**config.mk**
```make
export PLATFORM = sky130hd
export DESIGN_NAME = first_match_packet_rule_table
export DESIGN_NICKNAME = d
export VERILOG_FILES = /design/src/rtl/core/fmprt_pkg.sv /design/src/rtl/core/first_match_packet_rule_table.sv /design/src/rtl/core/fmprt_rule_mem.sv /design/src/rtl/core/fmprt_ctrl.sv
export SDC_FILE = /design/constraint.sdc
export NUM_CORES = 2
export LEC_CHECK = 0
export BUFFER_PORTS_ARGS = -buffer_cell sky130_fd_sc_hd__buf_2
export CORE_AREA = 2 2 428 430
export CTS_CLUSTER_SIZE = 16
export DETAILED_ROUTE_END_ITERATION = 16
export DIE_AREA = 0 0 430 432
export GPL_TIMING_DRIVEN = 0
export PLACE_DENSITY = 0.58
export REMOVE_ABC_BUFFERS = 1
export SYNTH_ARGS = -nofsm -noshare
export SYNTH_HDL_FRONTEND = slang
export SYNTH_HIERARCHICAL = 1
export SYNTH_SLANG_ARGS = --single-unit
```
**constraint.sdc**
```tcl
create_clock -name clk -period 21.8 [get_ports clk]
set_input_delay 0 -clock clk [delete_from_list [all_inputs] [get_ports clk]]
set_output_delay 0 -clock clk [all_outputs]
set_load 0.01 [all_outputs]
```
**src/rtl/core/fmprt_pkg.sv**
```systemverilog
// Types, codes and the rule compare for the first-match packet rule table.
// No dependencies; used by every module of the block.
`default_nettype none
package fmprt_pkg;

  localparam logic OP_ADD    = 1'b0;
  localparam logic OP_LOOKUP = 1'b1;

  localparam logic [7:0] PROTO_TCP = 8'd6;
  localparam logic [7:0] PROTO_UDP = 8'd17;

  typedef struct packed {
    logic [31:0] src_ip;
    logic [31:0] dst_ip;
    logic [15:0] sport;
    logic [15:0] dport;
    logic [7:0]  protocol;
    logic        any_protocol;
  } rule_t;

  typedef struct packed {
    logic  operation;
    rule_t fields;
  } req_t;

  typedef struct packed {
    logic       hit;
    logic [3:0] rule_index;
    logic       added;
  } res_t;

  // Rule entry against packet header; zero address or port is a wildcard.
  function automatic logic rule_hit(input rule_t r, input rule_t p);
    logic ok;
    ok = 1'b1;
    if (r.dst_ip != 32'd0 && r.dst_ip != p.dst_ip) ok = 1'b0;
    if (r.src_ip != 32'd0 && r.src_ip != p.src_ip) ok = 1'b0;
    if (!r.any_protocol && r.protocol != p.protocol) ok = 1'b0;
    if (p.protocol == PROTO_TCP || p.protocol == PROTO_UDP) begin
      if (r.sport != 16'd0 && r.sport != p.sport) ok = 1'b0;
      if (r.dport != 16'd0 && r.dport != p.dport) ok = 1'b0;
    end
    return ok;
  endfunction

endpackage
`default_nettype wire

```
**src/rtl/core/first_match_packet_rule_table.sv**
```systemverilog
// First-match five-tuple packet rule table, top level.
// Holds the input beat, list-mode register and output register; depends on
// fmprt_pkg and fmprt_ctrl.
//
// Usage:
//   Input channel (in_*): operation 0 appends a rule, 1 looks up a packet
//   header. One beat in gives exactly one beat out on the out_* channel.
//   cfg_wr_en / cfg_wr_data write the list mode, reported on every result.
//   Sequencing: an add goes straight to the done state. A lookup reads the
//   rule memory one entry per cycle and stops at the first matching rule; on a
//   miss it reads every stored rule, and with an empty table it goes straight
//   to the done state. The scan reads one entry at a time because the rule
//   memory has a single read port.
//   One item is in work at a time; in_stall is high from acceptance until
//   its result moves into the output register, so the next beat can be
//   taken while a result waits there.
//   Stall: with out_stall high a valid output register holds and the finished
//   result waits in the sequencer; nothing is dropped.
//   Reset (rst_n low, synchronous) empties the table and clears list mode.
//   Rule entries hold no reset value; only stored entries are ever read.
`default_nettype none
module first_match_packet_rule_table #(
  parameter int MAX_RULES = 16
) (
  input  wire         clk,
  input  wire         rst_n,
  input  wire         in_valid,
  output logic        in_stall,
  input  wire         in_operation,
  input  wire  [31:0] in_src_ip,
  input  wire  [31:0] in_dst_ip,
  input  wire  [7:0]  in_protocol,
  input  wire         in_any_protocol,
  input  wire  [15:0] in_sport,
  input  wire  [15:0] in_dport,
  output logic        out_valid,
  input  wire         out_stall,
  output logic        out_hit,
  output logic [3:0]  out_rule_index,
  output logic        out_added,
  output logic        out_white_list_mode,
  input  wire         cfg_wr_en,
  input  wire         cfg_wr_data
);

  logic            busy_r, busy_nxt;
  logic            start_r;
  logic            white_r;
  logic            out_valid_r, out_valid_nxt;
  fmprt_pkg::req_t req_r;
  fmprt_pkg::res_t res;
  fmprt_pkg::res_t out_res_r;
  logic            out_white_r;
  logic            done;
  logic            load_out;
  logic            in_acc;

  assign in_acc   = in_valid && !busy_r;
  assign load_out = done && (!out_valid_r || !out_stall);

  always_comb begin
    busy_nxt = busy_r;
    if (in_acc) busy_nxt = 1'b1;
    else if (load_out) busy_nxt = 1'b0;
    out_valid_nxt = out_valid_r;
    if (load_out) out_valid_nxt = 1'b1;
    else if (!out_stall) out_valid_nxt = 1'b0;
  end

  always_ff @(posedge clk) begin
    if (!rst_n) begin
      busy_r      <= 1'b0;
      start_r     <= 1'b0;
      out_valid_r <= 1'b0;
      white_r     <= 1'b0;
    end else begin
      busy_r      <= busy_nxt;
      start_r     <= in_acc;
      out_valid_r <= out_valid_nxt;
      if (cfg_wr_en) white_r <= cfg_wr_data;
    end
    if (in_acc) begin
      req_r.operation           <= in_operation;
      req_r.fields.src_ip       <= in_src_ip;
      req_r.fields.dst_ip       <= in_dst_ip;
      req_r.fields.protocol     <= in_protocol;
      req_r.fields.any_protocol <= in_any_protocol;
      req_r.fields.sport        <= in_sport;
      req_r.fields.dport        <= in_dport;
    end
    if (load_out) begin
      out_res_r   <= res;
      out_white_r <= white_r;
    end
  end

  fmprt_ctrl #(
    .MAX_RULES (MAX_RULES)
  ) u_ctrl (
    .clk   (clk),
    .rst_n (rst_n),
    .start (start_r),
    .req   (req_r),
    .done  (done),
    .res   (res),
    .ack   (load_out)
  );

  assign in_stall            = busy_r;
  assign out_valid           = out_valid_r;
  assign out_hit             = out_res_r.hit;
  assign out_rule_index      = out_res_r.rule_index;
  assign out_added           = out_res_r.added;
  assign out_white_list_mode = out_white_r;

endmodule
`default_nettype wire

```
**src/rtl/core/fmprt_rule_mem.sv**
```systemverilog
// Rule storage: one write port, one read port with registered read data.
// Depends on fmprt_pkg for the rule entry type.
`default_nettype none
module fmprt_rule_mem #(
  parameter int DEPTH = 16,
  parameter int AW    = (DEPTH > 1) ? $clog2(DEPTH) : 1
) (
  input  wire               clk,
  input  wire               wr_en,
  input  wire  [AW-1:0]     wr_addr,
  input  fmprt_pkg::rule_t  wr_data,
  input  wire               rd_en,
  input  wire  [AW-1:0]     rd_addr,
  output fmprt_pkg::rule_t  rd_data
);

  fmprt_pkg::rule_t mem [DEPTH];
  fmprt_pkg::rule_t rd_data_r;

  always_ff @(posedge clk) begin
    if (wr_en) begin
      mem[wr_addr] <= wr_data;
    end
    if (rd_en) begin
      rd_data_r <= mem[rd_addr];
    end
  end

  assign rd_data = rd_data_r;

endmodule
`default_nettype wire

```
**src/rtl/core/fmprt_ctrl.sv**
```systemverilog
// Sequencer: appends rules, scans the rule memory one entry per cycle on lookup.
// Depends on fmprt_pkg and fmprt_rule_mem.
`default_nettype none
module fmprt_ctrl #(
  parameter int MAX_RULES = 16
) (
  input  wire              clk,
  input  wire              rst_n,
  input  wire              start,
  input  fmprt_pkg::req_t  req,
  output logic             done,
  output fmprt_pkg::res_t  res,
  input  wire              ack
);

  localparam int AW = (MAX_RULES > 1) ? $clog2(MAX_RULES) : 1;
  localparam int CW = $clog2(MAX_RULES + 1);

  localparam logic [1:0] ST_IDLE = 2'd0;
  localparam logic [1:0] ST_SCAN = 2'd1;
  localparam logic [1:0] ST_DONE = 2'd2;

  logic [1:0]      state_r, state_nxt;
  logic [CW-1:0]   count_r, count_nxt;
  logic [CW-1:0]   iss_r, iss_nxt;
  logic [CW-1:0]   ret_r, ret_nxt;
  logic            pend_r, pend_nxt;
  fmprt_pkg::res_t res_r, res_nxt;

  logic             wr_en;
  logic             rd_en;
  fmprt_pkg::rule_t rd_data;
  logic             full;

  assign full  = (count_r == CW'(MAX_RULES));
  assign rd_en = (state_r == ST_SCAN) && (iss_r < count_r);
  assign wr_en = (state_r == ST_IDLE) && start && (req.operation == fmprt_pkg::OP_ADD) && !full;

  fmprt_rule_mem #(
    .DEPTH (MAX_RULES),
    .AW    (AW)
  ) u_mem (
    .clk     (clk),
    .wr_en   (wr_en),
    .wr_addr (count_r[AW-1:0]),
    .wr_data (req.fields),
    .rd_en   (rd_en),
    .rd_addr (iss_r[AW-1:0]),
    .rd_data (rd_data)
  );

  always_comb begin
    state_nxt = state_r;
    count_nxt = count_r;
    iss_nxt   = iss_r;
    ret_nxt   = ret_r;
    pend_nxt  = 1'b0;
    res_nxt   = res_r;
    unique case (state_r)
      ST_IDLE: begin
        iss_nxt = '0;
        if (start) begin
          res_nxt = '0;
          if (req.operation == fmprt_pkg::OP_ADD) begin
            state_nxt = ST_DONE;
            if (!full) begin
              count_nxt     = count_r + CW'(1);
              res_nxt.added = 1'b1;
            end
          end else if (count_r == '0) begin
            state_nxt = ST_DONE;
          end else begin
            state_nxt = ST_SCAN;
          end
        end
      end
      ST_SCAN: begin
        if (rd_en) begin
          iss_nxt  = iss_r + CW'(1);
          ret_nxt  = iss_r;
          pend_nxt = 1'b1;
        end
        if (pend_r) begin
          if (fmprt_pkg::rule_hit(rd_data, req.fields)) begin
            res_nxt.hit        = 1'b1;
            res_nxt.rule_index = 4'(ret_r);
            state_nxt          = ST_DONE;
            pend_nxt           = 1'b0;
          end else if ((ret_r + CW'(1)) == count_r) begin
            state_nxt = ST_DONE;
            pend_nxt  = 1'b0;
          end
        end
      end
      ST_DONE: begin
        if (ack) begin
          state_nxt = ST_IDLE;
        end
      end
      default: begin
        state_nxt = ST_IDLE;
      end
    endcase
  end

  always_ff @(posedge clk) begin
    if (!rst_n) begin
      state_r <= ST_IDLE;
      count_r <= '0;
      pend_r  <= 1'b0;
    end else begin
      state_r <= state_nxt;
      count_r <= count_nxt;
      pend_r  <= pend_nxt;
    end
    iss_r <= iss_nxt;
    ret_r <= ret_nxt;
    res_r <= res_nxt;
  end

  assign done = (state_r == ST_DONE);
  assign res  = res_r;

endmodule
`default_nettype wire

```
==> run summary <==
status -> completed
Max-Cap Viols -> 0
RSZ-0062 raised after global routing -> no
drt first-iter violations -> 3364
Max-slew headroom -> 15.1%
final instance area -> 87800 sq um
syn avg cell area -> 23.2 sq um
Netlist Area Pre-Place -> 72200 sq um
worst endpoint required time -> 22300 ps
Die Height -> 432 microns
fin nets -> 3851
Core Region -> 182000 sq um
final worst-path cycle share -> 20.9%
CP cell instances -> inv_1 -> ha_1 -> a31oi_1 -> and2_1 -> or3b_2 -> nor3_2 -> buf_8 -> buf_6 -> buf_8 -> buf_6 -> buf_6 -> buf_6
Peak supply drop -> 0.0890 mV
Worst path slowest cell -> dfxtp_1
area leader, netlist -> edfxtp_1
Main synth FF type -> edfxtp_1
Finished Core Util -> 48.3%
crit path kind -> flip-flop to flip-flop
highest metal used -> met5
Metal-1 WL -> 68700 microns
cts hold-fix bufs -> 224
GRT Overall Usage -> 18.3%
Leak -> 27.2 nW
power per cell area -> 88.3 nW/um^2
Clock Latency Late Sink -> 810 ps
Syn Inst Count -> 3106
crit path max fanout -> 13
CP Capture Type -> flip-flop
Clock transition at path regs -> 60 ps
Clock Path Buffers -> 3
CP arrival -> 5060 ps
# IOs -> 121
total grt overflow -> 0
slowest cell delay on critical path -> 710 ps
Area after DPL -> 79800 sq um
vias per cell -> 5.47
vias in the first global route -> 35403
register area share after synthesis -> 80.0%
Post-synth EDFFs -> 1914
count of input and output buffers -> 120
Root Driver -> clkbuf_16
HP Class -> input pin to flip-flop
metal3 WL -> 8490 microns
Die ar. -> 186000 sq um
initial antenna violation count -> 2
multi-input logic area -> 13700 sq um
P&R area growth vs syn -> 21.7%
CTS tree -> built
CTS resizes -> 0
H-tree depth -> 4
cell count after placement -> 5706
routed via count -> 34269
distinct cell type count after synthesis -> 48
YS warnings -> 6
share of the synthesized area in the top cell type -> 79.6%
Post-CTS Setup Bufs -> 0
DRT Pass-1 Iters -> 5
Yosys reg bits -> 1926
overall die width -> 430 microns
clk sinks -> 1926
post-synthesis async set-or-reset flop share -> 0%
Synth area leaders -> edfxtp_1, mux4_2, a22oi_1
Filler Cell Count -> 14409
final setup vio count -> 0
largest net degree at the start of global routing -> 37
endpoints failing hold -> 0
fin crit period -> 4560 ps
final hold slack -> 80.6 ps
Setup crit start kind -> flip-flop
CTS Buf Count -> 184
GP Congestion -> 0.722
WL/cell -> 27.0 microns
Starting Density -> 39.7%
Register Area -> 57700 sq um
Max Clk Rate -> 0.219 GHz
Non-Filler Instances -> 6270
Worst Tran Pin Value -> 1270 ps
DRT Wirelength -> 169000 microns
first-pass GRT wire length -> 247000 microns
Routed Antenna Nets -> 0
layout cells sized above 1 -> 26.9%
Final Max Tran Viols -> 0
clk_skew -> 26.2 ps
HPWL after DPL -> 110000 microns
Site Rows -> 157
CP most frequent cell -> buf_6
WL met2 -> 88200 microns
residual DRC count -> 0
Total Power -> 0.00775 W
-- logic make-up after synthesis --
logic type | share of synthesized area [%]
buffers and inverters | 1.20
AOI/OAI and AO/OA | 2.49
xor gates and xnor gates | 1.43
adders and majority gates | 0.139
muxes | 13.1
DFF | 80.0
and+or+nand+nor | 1.64
-- per-layer routing --
metal  vias to the layer above  GRT usage [%]
met5                         -              0
met4                         2           5.02
met3                       242           3.10
met2                       900           31.9
met1                     18625           23.6
li1                      14500              -
-- stage by stage --
step / setup slack (ps) / TNS, ps
after floorplan: 3460 / 0
after global placement: -6600 / -1172090
after detailed placement: 17470 / 0
after CTS: 17400 / 0
after global routing: 17090 / 0
final: 17240 / 0
-- final cells by class --
| class | count | share of cell area (%) |
|---|---|---|
| sequential | 1926 | 65.7 |
| multi-input combinational | 1029 | 15.6 |
| timing repair buffer | 582 | 8.66 |
| clock buffer | 247 | 5.72 |
| tap | 2385 | 3.40 |
| clock inverter | 92 | 0.808 |
| inverter | 8 | 0.0342 |
| antenna | 1 | 0.00285 |
-- worst paths after layout --
path	start	end	slack, ps	depth (start not counted)
worst min-delay path	rst_n	start_r	80	3
worst max-delay path	u_ctrl/count_r[0]	u_ctrl/u_mem/mem[0][63]	17240	12
worst max register to register	u_ctrl/count_r[0]	u_ctrl/u_mem/mem[0][63]	17240	12
worst min register to register	u_ctrl/res[2]	out_rule_index[1]	430	0
-- registers in the layout, indices dropped and copies added, names as in the netlist --
name / flops
out_hit: 1
u_ctrl/pend_r: 1
out_added: 1
u_ctrl/res: 6
req_r: 106
u_ctrl/u_mem/mem: 1680
start_r: 1
out_white_list_mode: 1
u_ctrl/ret_r: 5
u_ctrl/state_r: 2
in_stall: 1
u_ctrl/count_r: 5
u_ctrl/u_mem/rd_data: 105
u_ctrl/iss_r: 5
white_r: 1
out_valid: 1
out_rule_index: 4
-- power breakdown --
group | internal [W] | leakage [nW] | total [W] | switching [W]
combinational | 0.000286 | 7.06 | 0.000524 | 0.000238
sequential | 0.00411 | 17.4 | 0.00417 | 0.0000551
clock | 0.00173 | 2.78 | 0.00306 | 0.00133
total | 0.00613 | 27.2 | 0.00775 | 0.00162
-- Yosys cell counts (3+ instances only) --
| cell type | n |
|---|---|
| ha_1 | 8 |
| buf_6 | 25 |
| edfxtp_1 | 1914 |
| inv_1 | 8 |
| xor2_1 | 10 |
| nor3_1 | 4 |
| nand2b_1 | 5 |
| dfxtp_1 | 12 |
| a41o_1 | 3 |
| nor2_1 | 29 |
| nand2_1 | 111 |
| buf_1 | 23 |
| a21oi_1 | 6 |
| nand4_1 | 30 |
| a22oi_1 | 210 |
| buf_2 | 28 |
| nor4_1 | 31 |
| nor2b_1 | 6 |
| buf_4 | 20 |
| clkbuf_1 | 47 |
| and2_1 | 8 |
| nand3_1 | 6 |
| mux4_2 | 420 |
| xnor2_1 | 108 |
| o21ai_1 | 3 |
| a21o_1 | 3 |
-- worst max-delay path, delay by kind of cell, from the launching register on --
family                   cells  cell delay (ps)
adder cells (fa/ha/maj)      1              240
AND/OR/NAND/NOR              3             1740
flip-flops                   1              710
AO/OA/AOI/OAI                1              250
buffers and inverters        7             1280
-- layout by cell type, fill, tap and decap left out, types with 4 or more instances in the layout --
cell type / synthesis / routed
inv_1: 8 / 8
mux4_2: 420 / 420
nand2b_1: 5 / 5
inv_6: 0 / 6
nor2b_1: 6 / 4
clkinvlp_4: 0 / 5
nand4_1: 30 / 30
dlygate4sd3_1: 0 / 224
a21oi_1: 6 / 6
ha_1: 8 / 8
buf_6: 25 / 53
a22oi_1: 210 / 210
buf_12: 0 / 82
bufinv_16: 0 / 10
xnor2_1: 108 / 108
clkbuf_16: 0 / 191
nor3_2: 0 / 4
nor4_1: 31 / 31
clkinv_1: 0 / 47
nor2_1: 29 / 16
clkinv_2: 0 / 22
buf_8: 0 / 22
nor2_4: 0 / 13
xor2_1: 10 / 10
dfxtp_1: 12 / 12
buf_2: 28 / 120
edfxtp_1: 1914 / 1914
buf_16: 0 / 79
clkbuf_1: 47 / 53
nand3_1: 6 / 6
and2_1: 8 / 7
nand2_1: 111 / 111
No activity file was read; power rests on OpenSTA's default activity.
